File: src/hdl/gifd_pkg.sv
// Package for the GIF container deframer: event and error codes, parser states
// and the result record. No dependencies.
package gifd_pkg;

    localparam logic [31:0] SIGNATURE = 32'h38464947;
    localparam logic [7:0] ID_IMAGE = 8'h2C;
    localparam logic [7:0] ID_EXT = 8'h21;
    localparam logic [7:0] ID_TRAILER = 8'h3B;
    localparam logic [7:0] LBL_GCE = 8'hF9;
    localparam logic [7:0] LBL_APP = 8'hFF;
    localparam logic [7:0] LBL_COMMENT = 8'hFE;
    localparam logic [7:0] LBL_TEXT = 8'h01;
    localparam logic [3:0] APP_HDR_LAST = 4'd11;
    localparam logic [8:0] NO_TRANSPARENT = 9'd256;

    localparam logic [3:0] EV_SCREEN = 4'd0;
    localparam logic [3:0] EV_GLOBAL = 4'd1;
    localparam logic [3:0] EV_GCE = 4'd2;
    localparam logic [3:0] EV_IMAGE = 4'd3;
    localparam logic [3:0] EV_LOCAL = 4'd4;
    localparam logic [3:0] EV_CODESIZE = 4'd5;
    localparam logic [3:0] EV_DATA = 4'd6;
    localparam logic [3:0] EV_DATA_END = 4'd7;
    localparam logic [3:0] EV_STREAM_END = 4'd8;
    localparam logic [3:0] EV_ERROR = 4'd9;

    localparam logic [2:0] ERR_NONE = 3'd0;
    localparam logic [2:0] ERR_HEADER = 3'd1;
    localparam logic [2:0] ERR_BLOCK_ID = 3'd2;
    localparam logic [2:0] ERR_LABEL = 3'd3;
    localparam logic [2:0] ERR_CODE_SIZE = 3'd4;

    typedef enum logic [16:0] {
        ST_SIG      = 17'h00001,
        ST_VER      = 17'h00002,
        ST_SCREEN   = 17'h00004,
        ST_GPAL     = 17'h00008,
        ST_BLOCK    = 17'h00010,
        ST_LABEL    = 17'h00020,
        ST_GCE      = 17'h00040,
        ST_APPHDR   = 17'h00080,
        ST_SUBCNT   = 17'h00100,
        ST_SUBDATA  = 17'h00200,
        ST_IMGDESC  = 17'h00400,
        ST_LPAL     = 17'h00800,
        ST_CODESIZE = 17'h01000,
        ST_DATACNT  = 17'h02000,
        ST_DATA     = 17'h04000,
        ST_DONE     = 17'h08000,
        ST_ERROR    = 17'h10000
    } state_t;

    typedef struct packed {
        logic [2:0]  error_code;
        logic [7:0]  data_byte;
        logic [15:0] delay_time;
        logic [23:0] palette_rgb;
        logic [8:0]  color_index;
        logic [7:0]  packed_flags;
        logic [15:0] top;
        logic [15:0] left;
        logic [15:0] height;
        logic [15:0] width;
        logic [3:0]  event_kind;
    } result_t;

endpackage

File: src/hdl/gif_container_deframer.sv
// GIF container deframer top level: one-byte-per-clock parser state machine.
// Depends on gifd_pkg.
//
// Takes one file byte per clock on s_axis and yields at most one event per byte
// on m_axis. Each accepted byte passes through the parser state register and the
// next-state logic straight into an output register, so a new byte is taken every
// cycle while the output register is empty or being drained; a byte that makes an
// event reaches m_axis in the cycle after it is accepted. Errors are sticky until reset.
module gif_container_deframer (
    input  logic         clk,
    input  logic         rst_n,
    input  logic         s_axis_tvalid,
    output logic         s_axis_tready,
    input  logic [7:0]   s_axis_tdata,   // stream_byte[7:0]
    output logic         m_axis_tvalid,
    input  logic         m_axis_tready,
    // event_kind[3:0], width[19:4], height[35:20], left[51:36], top[67:52],
    // packed_flags[75:68], color_index[84:76], palette_rgb[108:85],
    // delay_time[124:109], data_byte[132:125], error_code[135:133]
    output logic [135:0] m_axis_tdata
);

    gifd_pkg::state_t state_reg, state_next;
    logic [3:0]  cnt_reg, cnt_next;
    logic [7:0]  sub_reg, sub_next;
    logic [8:0]  pal_rem_reg, pal_rem_next;
    logic [7:0]  pal_pos_reg, pal_pos_next;
    logic [15:0] rgb_reg, rgb_next;
    logic [63:0] desc_reg, desc_next;
    logic [7:0]  flags_reg, flags_next;
    logic [15:0] delay_reg, delay_next;
    logic [8:0]  transp_reg, transp_next;
    logic [2:0]  err_reg, err_next;
    logic        ovalid_reg;
    gifd_pkg::result_t res_reg, res_next;
    logic        emit;
    logic        take;
    logic [7:0]  b;
    logic [8:0]  pal_size;

    assign s_axis_tready = !ovalid_reg || m_axis_tready;
    assign take = s_axis_tvalid && s_axis_tready;
    assign b = s_axis_tdata;
    assign m_axis_tvalid = ovalid_reg;
    assign m_axis_tdata = res_reg;
    assign pal_size = 9'd2 << flags_next[2:0];

    always_comb
    begin
        state_next = state_reg;
        cnt_next = cnt_reg;
        sub_next = sub_reg;
        pal_rem_next = pal_rem_reg;
        pal_pos_next = pal_pos_reg;
        rgb_next = rgb_reg;
        desc_next = desc_reg;
        flags_next = flags_reg;
        delay_next = delay_reg;
        transp_next = transp_reg;
        err_next = err_reg;
        res_next = '0;
        emit = 1'b0;
        case (state_reg)
            gifd_pkg::ST_SIG:
            begin
                if (b != gifd_pkg::SIGNATURE[cnt_reg[1:0]*8 +: 8])
                begin
                    err_next = gifd_pkg::ERR_HEADER;
                end
                else if (cnt_reg >= 4'd3)
                begin
                    cnt_next = '0;
                    state_next = gifd_pkg::ST_VER;
                end
                else
                begin
                    cnt_next = cnt_reg + 4'd1;
                end
            end
            gifd_pkg::ST_VER:
            begin
                cnt_next = cnt_reg + 4'd1;
                if (cnt_reg >= 4'd1)
                begin
                    cnt_next = '0;
                    desc_next = '0;
                    state_next = gifd_pkg::ST_SCREEN;
                end
            end
            gifd_pkg::ST_SCREEN:
            begin
                cnt_next = cnt_reg + 4'd1;
                if (cnt_reg < 4'd4)
                    desc_next[cnt_reg[1:0]*8 +: 8] = b;
                else if (cnt_reg == 4'd4)
                    flags_next = b;
                else if (cnt_reg == 4'd5)
                    desc_next[39:32] = b;
                else
                begin
                    emit = 1'b1;
                    res_next.event_kind = gifd_pkg::EV_SCREEN;
                    res_next.width = desc_reg[15:0];
                    res_next.height = desc_reg[31:16];
                    res_next.packed_flags = flags_reg;
                    res_next.color_index = {1'b0, desc_reg[39:32]};
                    cnt_next = '0;
                    if (flags_reg[7])
                    begin
                        pal_rem_next = pal_size;
                        pal_pos_next = '0;
                        state_next = gifd_pkg::ST_GPAL;
                    end
                    else
                        state_next = gifd_pkg::ST_BLOCK;
                end
            end
            gifd_pkg::ST_GPAL, gifd_pkg::ST_LPAL:
            begin
                if (cnt_reg == 4'd0)
                begin
                    rgb_next = {b, 8'h00};
                    cnt_next = 4'd1;
                end
                else if (cnt_reg == 4'd1)
                begin
                    rgb_next = {rgb_reg[15:8], b};
                    cnt_next = 4'd2;
                end
                else
                begin
                    emit = 1'b1;
                    res_next.event_kind = (state_reg == gifd_pkg::ST_GPAL)
                        ? gifd_pkg::EV_GLOBAL : gifd_pkg::EV_LOCAL;
                    res_next.color_index = {1'b0, pal_pos_reg};
                    res_next.palette_rgb = {rgb_reg, b};
                    pal_pos_next = pal_pos_reg + 8'd1;
                    pal_rem_next = pal_rem_reg - 9'd1;
                    cnt_next = '0;
                    if (pal_rem_next == '0)
                        state_next = (state_reg == gifd_pkg::ST_GPAL)
                            ? gifd_pkg::ST_BLOCK : gifd_pkg::ST_CODESIZE;
                end
            end
            gifd_pkg::ST_BLOCK:
            begin
                if (b == gifd_pkg::ID_IMAGE)
                begin
                    cnt_next = '0;
                    desc_next = '0;
                    state_next = gifd_pkg::ST_IMGDESC;
                end
                else if (b == gifd_pkg::ID_EXT)
                    state_next = gifd_pkg::ST_LABEL;
                else if (b == 8'h00)
                    state_next = gifd_pkg::ST_BLOCK;
                else if (b == gifd_pkg::ID_TRAILER)
                begin
                    emit = 1'b1;
                    res_next.event_kind = gifd_pkg::EV_STREAM_END;
                    state_next = gifd_pkg::ST_DONE;
                end
                else
                    err_next = gifd_pkg::ERR_BLOCK_ID;
            end
            gifd_pkg::ST_LABEL:
            begin
                cnt_next = '0;
                if (b == gifd_pkg::LBL_GCE)
                    state_next = gifd_pkg::ST_GCE;
                else if (b == gifd_pkg::LBL_APP)
                    state_next = gifd_pkg::ST_APPHDR;
                else if (b == gifd_pkg::LBL_COMMENT || b == gifd_pkg::LBL_TEXT)
                    state_next = gifd_pkg::ST_SUBCNT;
                else
                    err_next = gifd_pkg::ERR_LABEL;
            end
            gifd_pkg::ST_GCE:
            begin
                cnt_next = cnt_reg + 4'd1;
                if (cnt_reg == 4'd1)
                    flags_next = b;
                else if (cnt_reg == 4'd2)
                    delay_next = {8'h00, b};
                else if (cnt_reg == 4'd3)
                    delay_next = {b, delay_reg[7:0]};
                else if (cnt_reg == 4'd4)
                    transp_next = flags_reg[0] ? {1'b0, b} : gifd_pkg::NO_TRANSPARENT;
                else if (cnt_reg >= 4'd5)
                begin
                    emit = 1'b1;
                    res_next.event_kind = gifd_pkg::EV_GCE;
                    res_next.packed_flags = flags_reg;
                    res_next.color_index = transp_reg;
                    res_next.delay_time = delay_reg;
                    cnt_next = '0;
                    state_next = gifd_pkg::ST_BLOCK;
                end
            end
            gifd_pkg::ST_APPHDR:
            begin
                cnt_next = cnt_reg + 4'd1;
                if (cnt_reg >= gifd_pkg::APP_HDR_LAST)
                begin
                    cnt_next = '0;
                    state_next = gifd_pkg::ST_SUBCNT;
                end
            end
            gifd_pkg::ST_SUBCNT:
            begin
                if (b == 8'h00)
                    state_next = gifd_pkg::ST_BLOCK;
                else
                begin
                    sub_next = b;
                    state_next = gifd_pkg::ST_SUBDATA;
                end
            end
            gifd_pkg::ST_SUBDATA:
            begin
                sub_next = sub_reg - 8'd1;
                if (sub_next == '0)
                    state_next = gifd_pkg::ST_SUBCNT;
            end
            gifd_pkg::ST_IMGDESC:
            begin
                cnt_next = cnt_reg + 4'd1;
                if (cnt_reg < 4'd8)
                    desc_next[cnt_reg[2:0]*8 +: 8] = b;
                else
                begin
                    flags_next = b;
                    emit = 1'b1;
                    res_next.event_kind = gifd_pkg::EV_IMAGE;
                    res_next.left = desc_reg[15:0];
                    res_next.top = desc_reg[31:16];
                    res_next.width = desc_reg[47:32];
                    res_next.height = desc_reg[63:48];
                    res_next.packed_flags = b;
                    cnt_next = '0;
                    if (b[7])
                    begin
                        pal_rem_next = pal_size;
                        pal_pos_next = '0;
                        state_next = gifd_pkg::ST_LPAL;
                    end
                    else
                        state_next = gifd_pkg::ST_CODESIZE;
                end
            end
            gifd_pkg::ST_CODESIZE:
            begin
                if (b < 8'd2 || b > 8'd8)
                    err_next = gifd_pkg::ERR_CODE_SIZE;
                else
                begin
                    emit = 1'b1;
                    res_next.event_kind = gifd_pkg::EV_CODESIZE;
                    res_next.data_byte = b;
                    state_next = gifd_pkg::ST_DATACNT;
                end
            end
            gifd_pkg::ST_DATACNT:
            begin
                if (b == 8'h00)
                begin
                    emit = 1'b1;
                    res_next.event_kind = gifd_pkg::EV_DATA_END;
                    transp_next = gifd_pkg::NO_TRANSPARENT;
                    state_next = gifd_pkg::ST_BLOCK;
                end
                else
                begin
                    sub_next = b;
                    state_next = gifd_pkg::ST_DATA;
                end
            end
            gifd_pkg::ST_DATA:
            begin
                emit = 1'b1;
                res_next.event_kind = gifd_pkg::EV_DATA;
                res_next.data_byte = b;
                sub_next = sub_reg - 8'd1;
                if (sub_next == '0)
                    state_next = gifd_pkg::ST_DATACNT;
            end
            default:
            begin
                state_next = state_reg;
            end
        endcase
        // Any error detected above turns into the single error event.
        if (err_next != err_reg)
        begin
            emit = 1'b1;
            res_next = '0;
            res_next.event_kind = gifd_pkg::EV_ERROR;
            res_next.error_code = err_next;
            state_next = gifd_pkg::ST_ERROR;
        end
    end

    always_ff @(posedge clk or negedge rst_n)
    begin
        if (!rst_n)
        begin
            state_reg <= gifd_pkg::ST_SIG;
            cnt_reg <= '0;
            sub_reg <= '0;
            pal_rem_reg <= '0;
            pal_pos_reg <= '0;
            rgb_reg <= '0;
            desc_reg <= '0;
            flags_reg <= '0;
            delay_reg <= '0;
            transp_reg <= gifd_pkg::NO_TRANSPARENT;
            err_reg <= gifd_pkg::ERR_NONE;
            ovalid_reg <= 1'b0;
        end
        else
        begin
            if (take)
            begin
                state_reg <= state_next;
                cnt_reg <= cnt_next;
                sub_reg <= sub_next;
                pal_rem_reg <= pal_rem_next;
                pal_pos_reg <= pal_pos_next;
                rgb_reg <= rgb_next;
                desc_reg <= desc_next;
                flags_reg <= flags_next;
                delay_reg <= delay_next;
                transp_reg <= transp_next;
                err_reg <= err_next;
                ovalid_reg <= emit;
            end
            else if (m_axis_tready)
                ovalid_reg <= 1'b0;
        end
    end

    always_ff @(posedge clk)
    begin
        if (take && emit)
            res_reg <= res_next;
    end

    // An error always parks the parser in the error state.
    a_err_state: assert property (@(posedge clk) disable iff (!rst_n)
        (err_reg != gifd_pkg::ERR_NONE) |-> (state_reg == gifd_pkg::ST_ERROR))
        else $error("error code set outside the error state");
    // The error code never changes once set.
    a_err_sticky: assert property (@(posedge clk) disable iff (!rst_n)
        (err_reg != gifd_pkg::ERR_NONE) |=> $stable(err_reg))
        else $error("sticky error changed");
    // After the trailer nothing more is emitted.
    a_done_quiet: assert property (@(posedge clk) disable iff (!rst_n)
        (take && state_reg == gifd_pkg::ST_DONE) |=> !ovalid_reg)
        else $error("event after stream end");
    // A held output never gets overwritten by a new byte.
    a_no_overrun: assert property (@(posedge clk) disable iff (!rst_n)
        (ovalid_reg && !m_axis_tready) |-> !s_axis_tready)
        else $error("input taken while output stalled");

endmodule

File: config.mk
export PLATFORM = sky130hd
export DESIGN_NAME = gif_container_deframer
export DESIGN_NICKNAME = d
export VERILOG_FILES = /design/src/hdl/gifd_pkg.sv /design/src/hdl/gif_container_deframer.sv
export SDC_FILE = /design/constraint.sdc
export NUM_CORES = 1
export LEC_CHECK = 0
export BUFFER_PORTS_ARGS = -buffer_cell sky130_fd_sc_hd__buf_2
export CORE_ASPECT_RATIO = 1.2
export CORE_MARGIN = 3
export CORE_UTILIZATION = 35
export CTS_BUF_LIST = sky130_fd_sc_hd__clkbuf_8 sky130_fd_sc_hd__clkbuf_16
export DETAILED_ROUTE_END_ITERATION = 8
export GPL_TIMING_DRIVEN = 0
export PLACE_DENSITY = 0.57
export SYNTH_ARGS = -nofsm -noshare
export SYNTH_HDL_FRONTEND = slang
export SYNTH_SLANG_ARGS = --single-unit
export TNS_END_PERCENT = 50
File: constraint.sdc
create_clock -name clk -period 9.7 [get_ports clk]
set_clock_uncertainty 0.15 [all_clocks]
set_input_delay 0.97 -clock clk [delete_from_list [all_inputs] [get_ports clk]]
set_output_delay 0.97 -clock clk [all_outputs]
set_load 0.005 [all_outputs]
## Word level (Yosys, flattened, before mapping)

Index checks and enable logic that the tools add are counted.

| storage, ports and cells | value |
|---|---|
| output and inout bits | 138 |
| memories kept | 0 |
| bits in writable memories | 0 |
| logic and storage cells | 325 |
| bits of input ports | 12 |
| bits in read-only memories | 0 |
| register bits | 299 |
| latch bits | 0 |

| operators by class | value |
|---|---|
| $lt $le $gt $ge | 8 |
| reduce and logical (&&, ||, !) cells | 38 |
| $add $sub $neg | 6 |
| equal/unequal tests | 73 |
| shift-type cells | 6 |
| muxes and demuxes | 162 |
| div/mod/pow operators | 0 |
| bitwise gates (word level) | 5 |
| multiply operators | 0 |

Operators with widths:

| cell | number |
|---|---|
| 17-bit two-way mux | 32 |
| 64-bit one-hot mux with 4 select lines | 1 |
| 17-bit one-hot mux with 14 select lines | 1 |
| 64-bit two-way mux | 3 |
| 8-bit two-way mux | 19 |
| 9-bit two-way mux | 15 |
| 64-bit bitwise mux | 2 |
| 8-bit by 34-bit variable shift with 64-bit output (first input constant) | 2 |
| 8-bit by 34-bit indexed part select with 64-bit output | 2 |
| 36-bit two-way mux | 3 |
| 16-bit two-way mux | 6 |
| 76-bit two-way mux | 1 |
| 4-bit two-way mux | 18 |
| 8-bit one-hot mux with 3 select lines | 3 |
| 32-bit one-hot mux with 2 select lines | 1 |
| 3-bit != test (second input constant) | 21 |
| 9-bit one-hot mux with 3 select lines | 2 |
| 3-bit two-way mux | 14 |
| 2-bit != test (second input constant) | 21 |
| 4-bit one-hot mux with 9 select lines | 1 |
| 5-bit negation with 34-bit output | 1 |
| 6-bit negation with 34-bit output | 1 |
| 32-bit two-way mux | 1 |
| 4-bit one-hot mux with 8 select lines | 1 |
| 72 further kinds | 126 |

## Longest topological paths before layout

Gate-level depths: netlist of the first run.

| logic depth | value |
|---|---|
| depth in word-level cells | 10 |
| gate-level depth with buffers | 14 |
| depth with buffers taken out | 10 |

## Least setup slack after synthesis of the first run

OpenSTA, ideal clock, no wires.

| timing path | value |
|---|---|
| kind | input to register |
| start point | in s_axis_tdata[7] |
| end point | reg res_reg, in the netlist m_axis_tdata[0], enable pin |
| slack | -0.946 ns |
| library setup time | 0.712 ns |
| cell stages on the path | 7 |
| data required time | 8.838 ns |
| arrival time | 9.783 ns |
| path buffers | 2 |
| cells stage by stage | clkbuf_1 > or4_1 > or3_1 > clkbuf_1 > nor2_1 > nor2_1 > a31oi_1 |

| between the ends | value |
|---|---|
| longest elaborated chain between the ends | 9 |
| elaborated cells between the ends (all ways) | 33 |
| those cells by class | order compare: 2; eq/ne: 9; mux: 18; reduce/logical: 4 |

Ends and longest elaborated chain:

| what | line | source |
|---|---|---|
| from (decl) | gif_container_deframer.sv:14 | `input logic [7:0] s_axis_tdata,` |
| 8-bit by 6-bit == test with 1-bit output (tied with other cells) | gif_container_deframer.sv:157 | `else if (b == gifd_pkg::ID_TRAILER)` |
| 3-bit two-way mux or 1-bit logical OR (tied branches) | gif_container_deframer.sv:157, gif_container_deframer.sv:173 |  |
| 3-bit two-way mux (on tied branches) | gif_container_deframer.sv:155, gif_container_deframer.sv:173 |  |
| 3-bit two-way mux (on tied branches) | gif_container_deframer.sv:153, gif_container_deframer.sv:171 |  |
| 3-bit two-way mux (on tied branches) | gif_container_deframer.sv:147, gif_container_deframer.sv:169 |  |
| 3-bit one-hot mux with 4 select lines | gif_container_deframer.sv:63 | `case (state_reg)` |
| 3-bit != test | gif_container_deframer.sv:293 | `if (err_next != err_reg)` |
| 1-bit two-way mux * | gif_container_deframer.sv:293 |  |
| 1-bit logical AND * | gif_container_deframer.sv:344 | `if (take && emit)` |
| to (signal assigned) | gif_container_deframer.sv:345 | `res_reg <= res_next;` |
| to (decl) | gif_container_deframer.sv:35 | `gifd_pkg::result_t res_reg, res_next;` |

Every way passes the cells marked *; elsewhere a longest branch is shown, timed or not.
A chain may end at the register's enable or synchronous reset.

## Worst setup path in the final report of the first run

| timing path | value |
|---|---|
| start point | reg cnt_reg[0] |
| end point | reg res_reg, in the netlist m_axis_tdata[34], enable pin |

| between the ends | value |
|---|---|
| longest elaborated chain between the ends | 9 |
| elaborated cells between the ends (all ways) | 28 |
| those cells by class | order compare: 3; eq/ne: 7; shift: 1; mux: 15; reduce/logical: 2 |

Ends and longest elaborated chain:

| what | line | source |
|---|---|---|
| from (decl) | gif_container_deframer.sv:24 | `logic [3:0] cnt_reg, cnt_next;` |
| from (signal assigned) | gif_container_deframer.sv:325 | `cnt_reg <= cnt_next;` |
| branches (longest 7 deep; another with 32-bit by 6-bit indexed part select with 8-bit output) | n/a |  |
| 1-bit two-way mux * | gif_container_deframer.sv:293 |  |
| 1-bit logical AND * | gif_container_deframer.sv:344 |  |

Every way passes the cells marked *.

==> results of run 1 <==
==> metrics by stage <==
stage                     setup slack, ps   util
after detailed placement             4060  0.398
after global placement              -1610  0.393
after floorplan                      2210      -
final                                4040  0.425
after CTS                            4090  0.424
after global routing                 3730  0.425
==> cells by family after synthesis <==
logic type | Yosys count
AND/OR/NAND/NOR | 610
flip-flops | 299
buffers and inverters | 130
XOR/XNOR | 12
adder cells (fa/ha/maj) | 16
multiplexers | 40
AO/OA/AOI/OAI | 264
==> worst register-to-register path, cell delays in order (launching register included) <==
cell,delay (ps)
dfrtp_1,460
clkbuf_1,410
inv_1,270
ha_1,350
clkbuf_1,270
nand2b_1,230
nor2_1,190
nor2_1,90
nor4_2,510
buf_4,280
or2_2,120
clkbuf_1,420
nor4_1,170
a31oi_4,800
buf_12,280
buf_16,210
buf_16,170
==> cell type report <==
class	count	share of cell area
inverters	51	0.0112
flip-flops and latches	299	0.478
clock buffers	31	0.0454
plain buffers	79	0.0192
clock inverters	25	0.0168
diodes	3	0.000439
well taps	533	0.0390
multi-input cells	942	0.338
repair buffers	154	0.0524
==> synth_stat cells (7+ instances only) <==
| master | instances |
|---|---|
| a21bo_2 | 15 |
| a21oi_1 | 42 |
| a22o_1 | 40 |
| and2_1 | 71 |
| and3_1 | 9 |
| buf_1 | 7 |
| clkbuf_1 | 64 |
| dfrtp_1 | 161 |
| edfxtp_1 | 136 |
| ha_1 | 16 |
| inv_1 | 50 |
| mux2_2 | 29 |
| nand2_1 | 239 |
| nand2b_1 | 14 |
| nand3_1 | 27 |
| nand4_1 | 15 |
| nor2_1 | 76 |
| nor2b_1 | 7 |
| nor3_1 | 46 |
| nor3b_1 | 8 |
| nor4_1 | 25 |
| nor4_2 | 9 |
| o21ai_0 | 90 |
| o22ai_1 | 9 |
| or2_2 | 10 |
| or3_1 | 13 |
| or4_1 | 8 |
==> final timing paths <==
kind | from | end | cells after the start
setup reg to reg | cnt_reg[0]$_DFFE_PN0P_ | m_axis_tdata[34]$_SDFFCE_PP0P_ | 16
max in group asynchronous | rst_n | cnt_reg[0]$_DFFE_PN0P_ | 2
hold / removal | rst_n | transp_reg[0]$_DFFE_PN0P_ | 1
hold reg to reg | desc_reg[43]$_DFFE_PN0P_ | desc_reg[43]$_DFFE_PN0P_ | 2
min in group clk | desc_reg[43]$_DFFE_PN0P_ | desc_reg[43]$_DFFE_PN0P_ | 2
setup / recovery | cnt_reg[0]$_DFFE_PN0P_ | m_axis_tdata[34]$_SDFFCE_PP0P_ | 16
==> power by group through the flow <==
| stage | Combinational [µW] | Sequential [µW] | Clock, µW |
|---|---|---|---|
| 3_3_place_gp | 80.5 | 1360 | 0 |
| 5_1_grt | 91.0 | 1330 | 1330 |
| 3_5_place_dp | 83.2 | 1360 | 0 |
| 4_1_cts | 83.5 | 1330 | 1270 |
| 6_report | 82.3 | 1330 | 1250 |
| 2_1_floorplan | 41.2 | 1350 | 0 |
==> layer usage <==
metal  vias up  track usage  routed length, µm  share of wire
met2       366        0.322              20900           0.48
li1       5294            -                  -              -
met3        93       0.0288               2260          0.052
met5         -            0                 11        0.00025
met1      5507        0.262              18500           0.43
met4         2       0.0810               1850          0.043
==> metrics.txt, run 1 <==
R2R Setup Slk=4040 ps; H-tree Lvls=1; placed inst area=16000 µm²; crit-path cells=clkbuf_1 -> inv_1 -> ha_1 -> clkbuf_1 -> nand2b_1 -> nor2_1 -> nor2_1 -> nor4_2 -> buf_4 -> or2_2 -> clkbuf_1 -> nor4_1 -> a31oi_4 -> buf_12 -> buf_16 -> buf_16; pin count of the biggest net entering global routing=96; Post-Syn Area=14400 µm²; Area growth, synth to finish=18.5%; Max Root-Sink Buffers=3; synthesized area per cell=10.5 µm²; Period minus WS final=5660 ps; area fraction in compound gates after synthesis=0.128; drt total wl=43500 µm; WP data arrival=5790 ps; switching power total=558 µW; Initial DRC Count=1069; mux contribution to synthesized area=0.0317; CP delay by family, top=buffers and inverters; pwr/cell area=156 nW/µm²; DR DRC count=0; Setup CP Type=register to register; # rows=80; CTS Buf Count=30; antenna violations before repair=4; Startpoint Class=register; switch share=0.209; Post-Syn Nets=1399; power share of the clock group=0.470; slowest cell on the critical path=a31oi_4; Ys Warns=0; post-synth top area share=0.283; Comb pwr share=0.031; Clock transition at path regs=60 ps; leakage=0.00716 µW; Skew-Pair Late Insertion Delay=570 ps; synth top area cells=edfxtp_1, dfrtp_1, nand2_1, o21ai_0, and2_1; RSZ-0062 raised after global routing=no; multi-input logic area=5770 µm²; Max Slew Vio Count=0; DRT antenna net count=0; CP Capture Type=register; die outline width=191 µm; post-CTS setup buffer count=0; via count=11262; cell mode on critical path=clkbuf_1; CTS tree=built; Die ar.=43700 µm²; Pre-Repair DR Iteration Count=6; Rel. slew slack=0.258; most frequent cells in the layout=nand2_1, dfrtp_1, buf_2; die height=228 µm; post-CTS sizing=0; Synth Area in XOR/XNOR=0.00729; total power=2660 µW; io pins=150; CP bufs+invs=8; first-pass GRT wire length=67300 µm; Placer Congestion=0.944; final setup fails=0; initial core utilization=0.358; status=finished clean; DP Cell Count=2057; CP peak stage delay=800 ps; adder-cell share of the synthesized area=0.0139; Root Buffer=clkbuf_16; CTS sink cnt=299; worst slew pin tran=1110 ps; Fillers=3951; Worst EP required=9820 ps; layout cell share with drive strength beyond 1=0.190; sequential power share=0.499; vias in the first global route=11115; Synth cell types=86; Hold Crit Class=input pin to asynchronous set/reset pin; Core Box Area=40200 µm²; max reg flops=136; fin crit share=0.584; hold buffers post-CTS=0; Final HPWL DP=31900 µm; Hold Slack=228 ps; Synth Register Bits=299; setup TNS=0 ps; Buffers on Ports=146; leading area contributor after synthesis=edfxtp_1; GRT overflow=0; worst IR drop on VDD=99.0 µV; maximum fanout along the worst path=23; fin cells=2117; final hold vios=0; Nets=1585; Post-synth ARST share=0.545; Pint=2110 µW; Routed WL per cell=20.6 µm; sequential share of the synthesized area=0.566; final instance area=17100 µm²; ys flop type=dfrtp_1; largest family of logic cells by synthesized area=simple AND/OR/NAND/NOR gates; register area=8170 µm²; fmax=0.177 GHz; Cells after Synth=1371; Post-synth EDFFs=136; Vias/cell=5.32; All-Layer GR Usage=0.197; commonest non-fill, non-tap cell in the layout=nand2_1; Synth Area in Simple Gates=0.217; max_cap viols=0
Note: power is estimated with default switching activity, not from simulation.
==> inputs of run 2 (changes only) <==
PLACE_DENSITY = 0.55   (was 0.57)
clock period = 5.4 ns   (was 9.7 ns; I/O delays follow)
==> run 2 against run 1 <==
Effect of this change: cell area barely moved; sequential power rose by 80%; setup slack got worse by 3700 ps; via count rose by 0.73%; sequential share of layout area barely moved; die area did not move; first-iteration DRC count fell by 25%; clock-buffer cell count rose by 2; critical path depth fell by 1; combinational power rose by 85%; final cell count barely moved; largest power group unchanged.
==> metrics.txt, run 2 (synthesized netlist as in run 1, its figures left out) <==
RSZ-0062 raised after global routing=no; CTS Buf Count=31 (+3.3%); total power=4640 µW (+74%); Rel. slew slack=0.171 (-0.0867); crit-path cells=clkbuf_1 -> inv_1 -> ha_1 -> nor2_1 -> xnor2_1 -> nor3_1 -> nor2_1 -> o21ba_2 -> a41o_1 -> nor4_2 -> a31oi_4 -> buf_16 -> buf_16 -> buf_16 -> buf_16; Nets=1589 (+0.25%); CP peak stage delay=570 ps (-230 ps); Vias/cell=5.36 (+0.68%); Setup CP Type=register to register; switching power total=1010 µW (+82%); commonest non-fill, non-tap cell in the layout=nand2_1; Clock transition at path regs=60 ps (about the same); Pre-Repair DR Iteration Count=5 (-1); DR DRC count=0 (unchanged); pin count of the biggest net entering global routing=102 (+6.3%); vias in the first global route=11206 (+0.82%); # rows=80 (unchanged); final instance area=17100 µm² (about the same); Core Box Area=40200 µm² (unchanged); worst slew pin tran=1230 ps (+128 ps); max_cap viols=0 (unchanged); H-tree Lvls=1 (unchanged); Inserted Diodes=0 (-3); final hold vios=0 (unchanged); drt total wl=45000 µm (+3.5%); Final HPWL DP=32900 µm (+3.2%); Placer Congestion=0.950 (+0.65%); placed inst area=16000 µm² (+0.20%); Routed WL per cell=21.3 µm (+3.4%); CTS tree=built; io pins=150 (unchanged); max reg flops=136 (unchanged); Buffers on Ports=146 (unchanged); maximum fanout along the worst path=26 (+13%); cell mode on critical path=buf_16; Max Root-Sink Buffers=3 (unchanged); CP bufs+invs=6 (-2); fin crit share=0.940 (+0.356); pwr/cell area=272 nW/µm² (+74%); GRT overflow=0 (unchanged); antenna violations before repair=1 (-3); die outline width=191 µm (unchanged); initial core utilization=0.358 (unchanged); die height=228 µm (unchanged); Initial DRC Count=803 (-25%); slowest cell on the critical path=nor3_1; sequential power share=0.515 (+0.016); status=finished clean; CP Capture Type=register; switch share=0.218 (+0.00903); Area growth, synth to finish=18.4% (about the same); worst IR drop on VDD=190 µV (+92%); first-pass GRT wire length=69300 µm (+2.9%); power share of the clock group=0.452 (-0.018); CP delay by family, top=simple AND/OR/NAND/NOR gates; Startpoint Class=register; Skew-Pair Late Insertion Delay=570 ps (about the same); Worst EP required=5570 ps (-4250 ps); Period minus WS final=5080 ps (-588 ps); Comb pwr share=0.033 (+0.002); Max Slew Vio Count=0 (unchanged); layout cell share with drive strength beyond 1=0.191 (+0.00141); All-Layer GR Usage=0.204 (+0.00728); most frequent cells in the layout=nand2_1, dfrtp_1, buf_2; Root Buffer=clkbuf_16; via count=11344 (+0.73%); leakage=0.00718 µW (+0.25%); Hold Crit Class=input pin to register; Die ar.=43700 µm² (unchanged); fmax=0.197 GHz (+12%); final setup fails=0 (unchanged); CTS sink cnt=299 (unchanged); DRT antenna net count=0 (unchanged); Pint=3630 µW (+72%); WP data arrival=5250 ps (-540 ps)
[run 2: final cells by class]
cell class,count,area (µm²)
Clock inverter,24,190
Timing Repair Buffer,157,958
Buffer,79,328
Sequential cell,299,8170
Fill cell,3952,23200
Multi-Input combinational cell,942,5780
Clock buffer,33,803
Inverter,51,191
Tap cell,533,667
[run 2: repair_timing]
action                                 4_1_cts  5_1_grt
pin swaps                                    1        1
gates resized for setup                      1        1
setup buffers                                1        2
setup endpoints to repair                   79       52
endpoints found under the hold margin       60        0
hold buffers                                 1        0
[run 2: power by group through the flow]
stage          clock (µW)  sequential, µW  combinational (µW)
2_1_floorplan           0            2430                74.4
5_1_grt              2250            2390                 168
3_5_place_dp            0            2440                 153
6_report             2100            2390                 152
4_1_cts              2160            2390                 154
3_3_place_gp            0            2430                 148
[run 2: worst min-delay path, stage by stage]
cell and delay (ps):
buf_2 110, inv_1 40, o21ai_0 70
[run 2: final timing paths]
kind,start,endpoint,slack [ps],cells past startpoint
max,cnt_reg[0]$_DFFE_PN0P_,m_axis_tdata[14]$_SDFFCE_PP0P_,320,15
min,s_axis_tvalid,m_axis_tvalid$_DFFE_PN0P_,100,3
max reg2reg,cnt_reg[0]$_DFFE_PN0P_,m_axis_tdata[14]$_SDFFCE_PP0P_,320,15
min reg2reg,rgb_reg[3]$_DFFE_PN0P_,rgb_reg[3]$_DFFE_PN0P_,320,2
max in group asynchronous,rst_n,desc_reg[19]$_DFFE_PN0P_,3830,3
min in group asynchronous,rst_n,pal_rem_reg[4]$_DFFE_PN0P_,340,2
[run 2: through the flow]
stage	std cells	setup WS [ps]	utilization	hold slack, ps	TNS (ps)
6_report	2118	323	0.424	97.4	0
5_1_grt	2118	76.2	0.424	120	0
4_1_cts	2116	190	0.424	72.4	0
3_5_place_dp	2057	-483	0.399	312	-28240
3_3_place_gp	2050	-2420	0.394	304	-326860
2_1_floorplan	1371	48.6	-	94.4	0
[run 2: routing by layer]
layer  routed length (µm)  GRT usage  up-vias
met3                 2080     0.0224       82
met4                 1760     0.0771        2
li1                     -          -     5305
met5                    8          0        -
met1                19200      0.272     5616
met2                22000      0.343      339
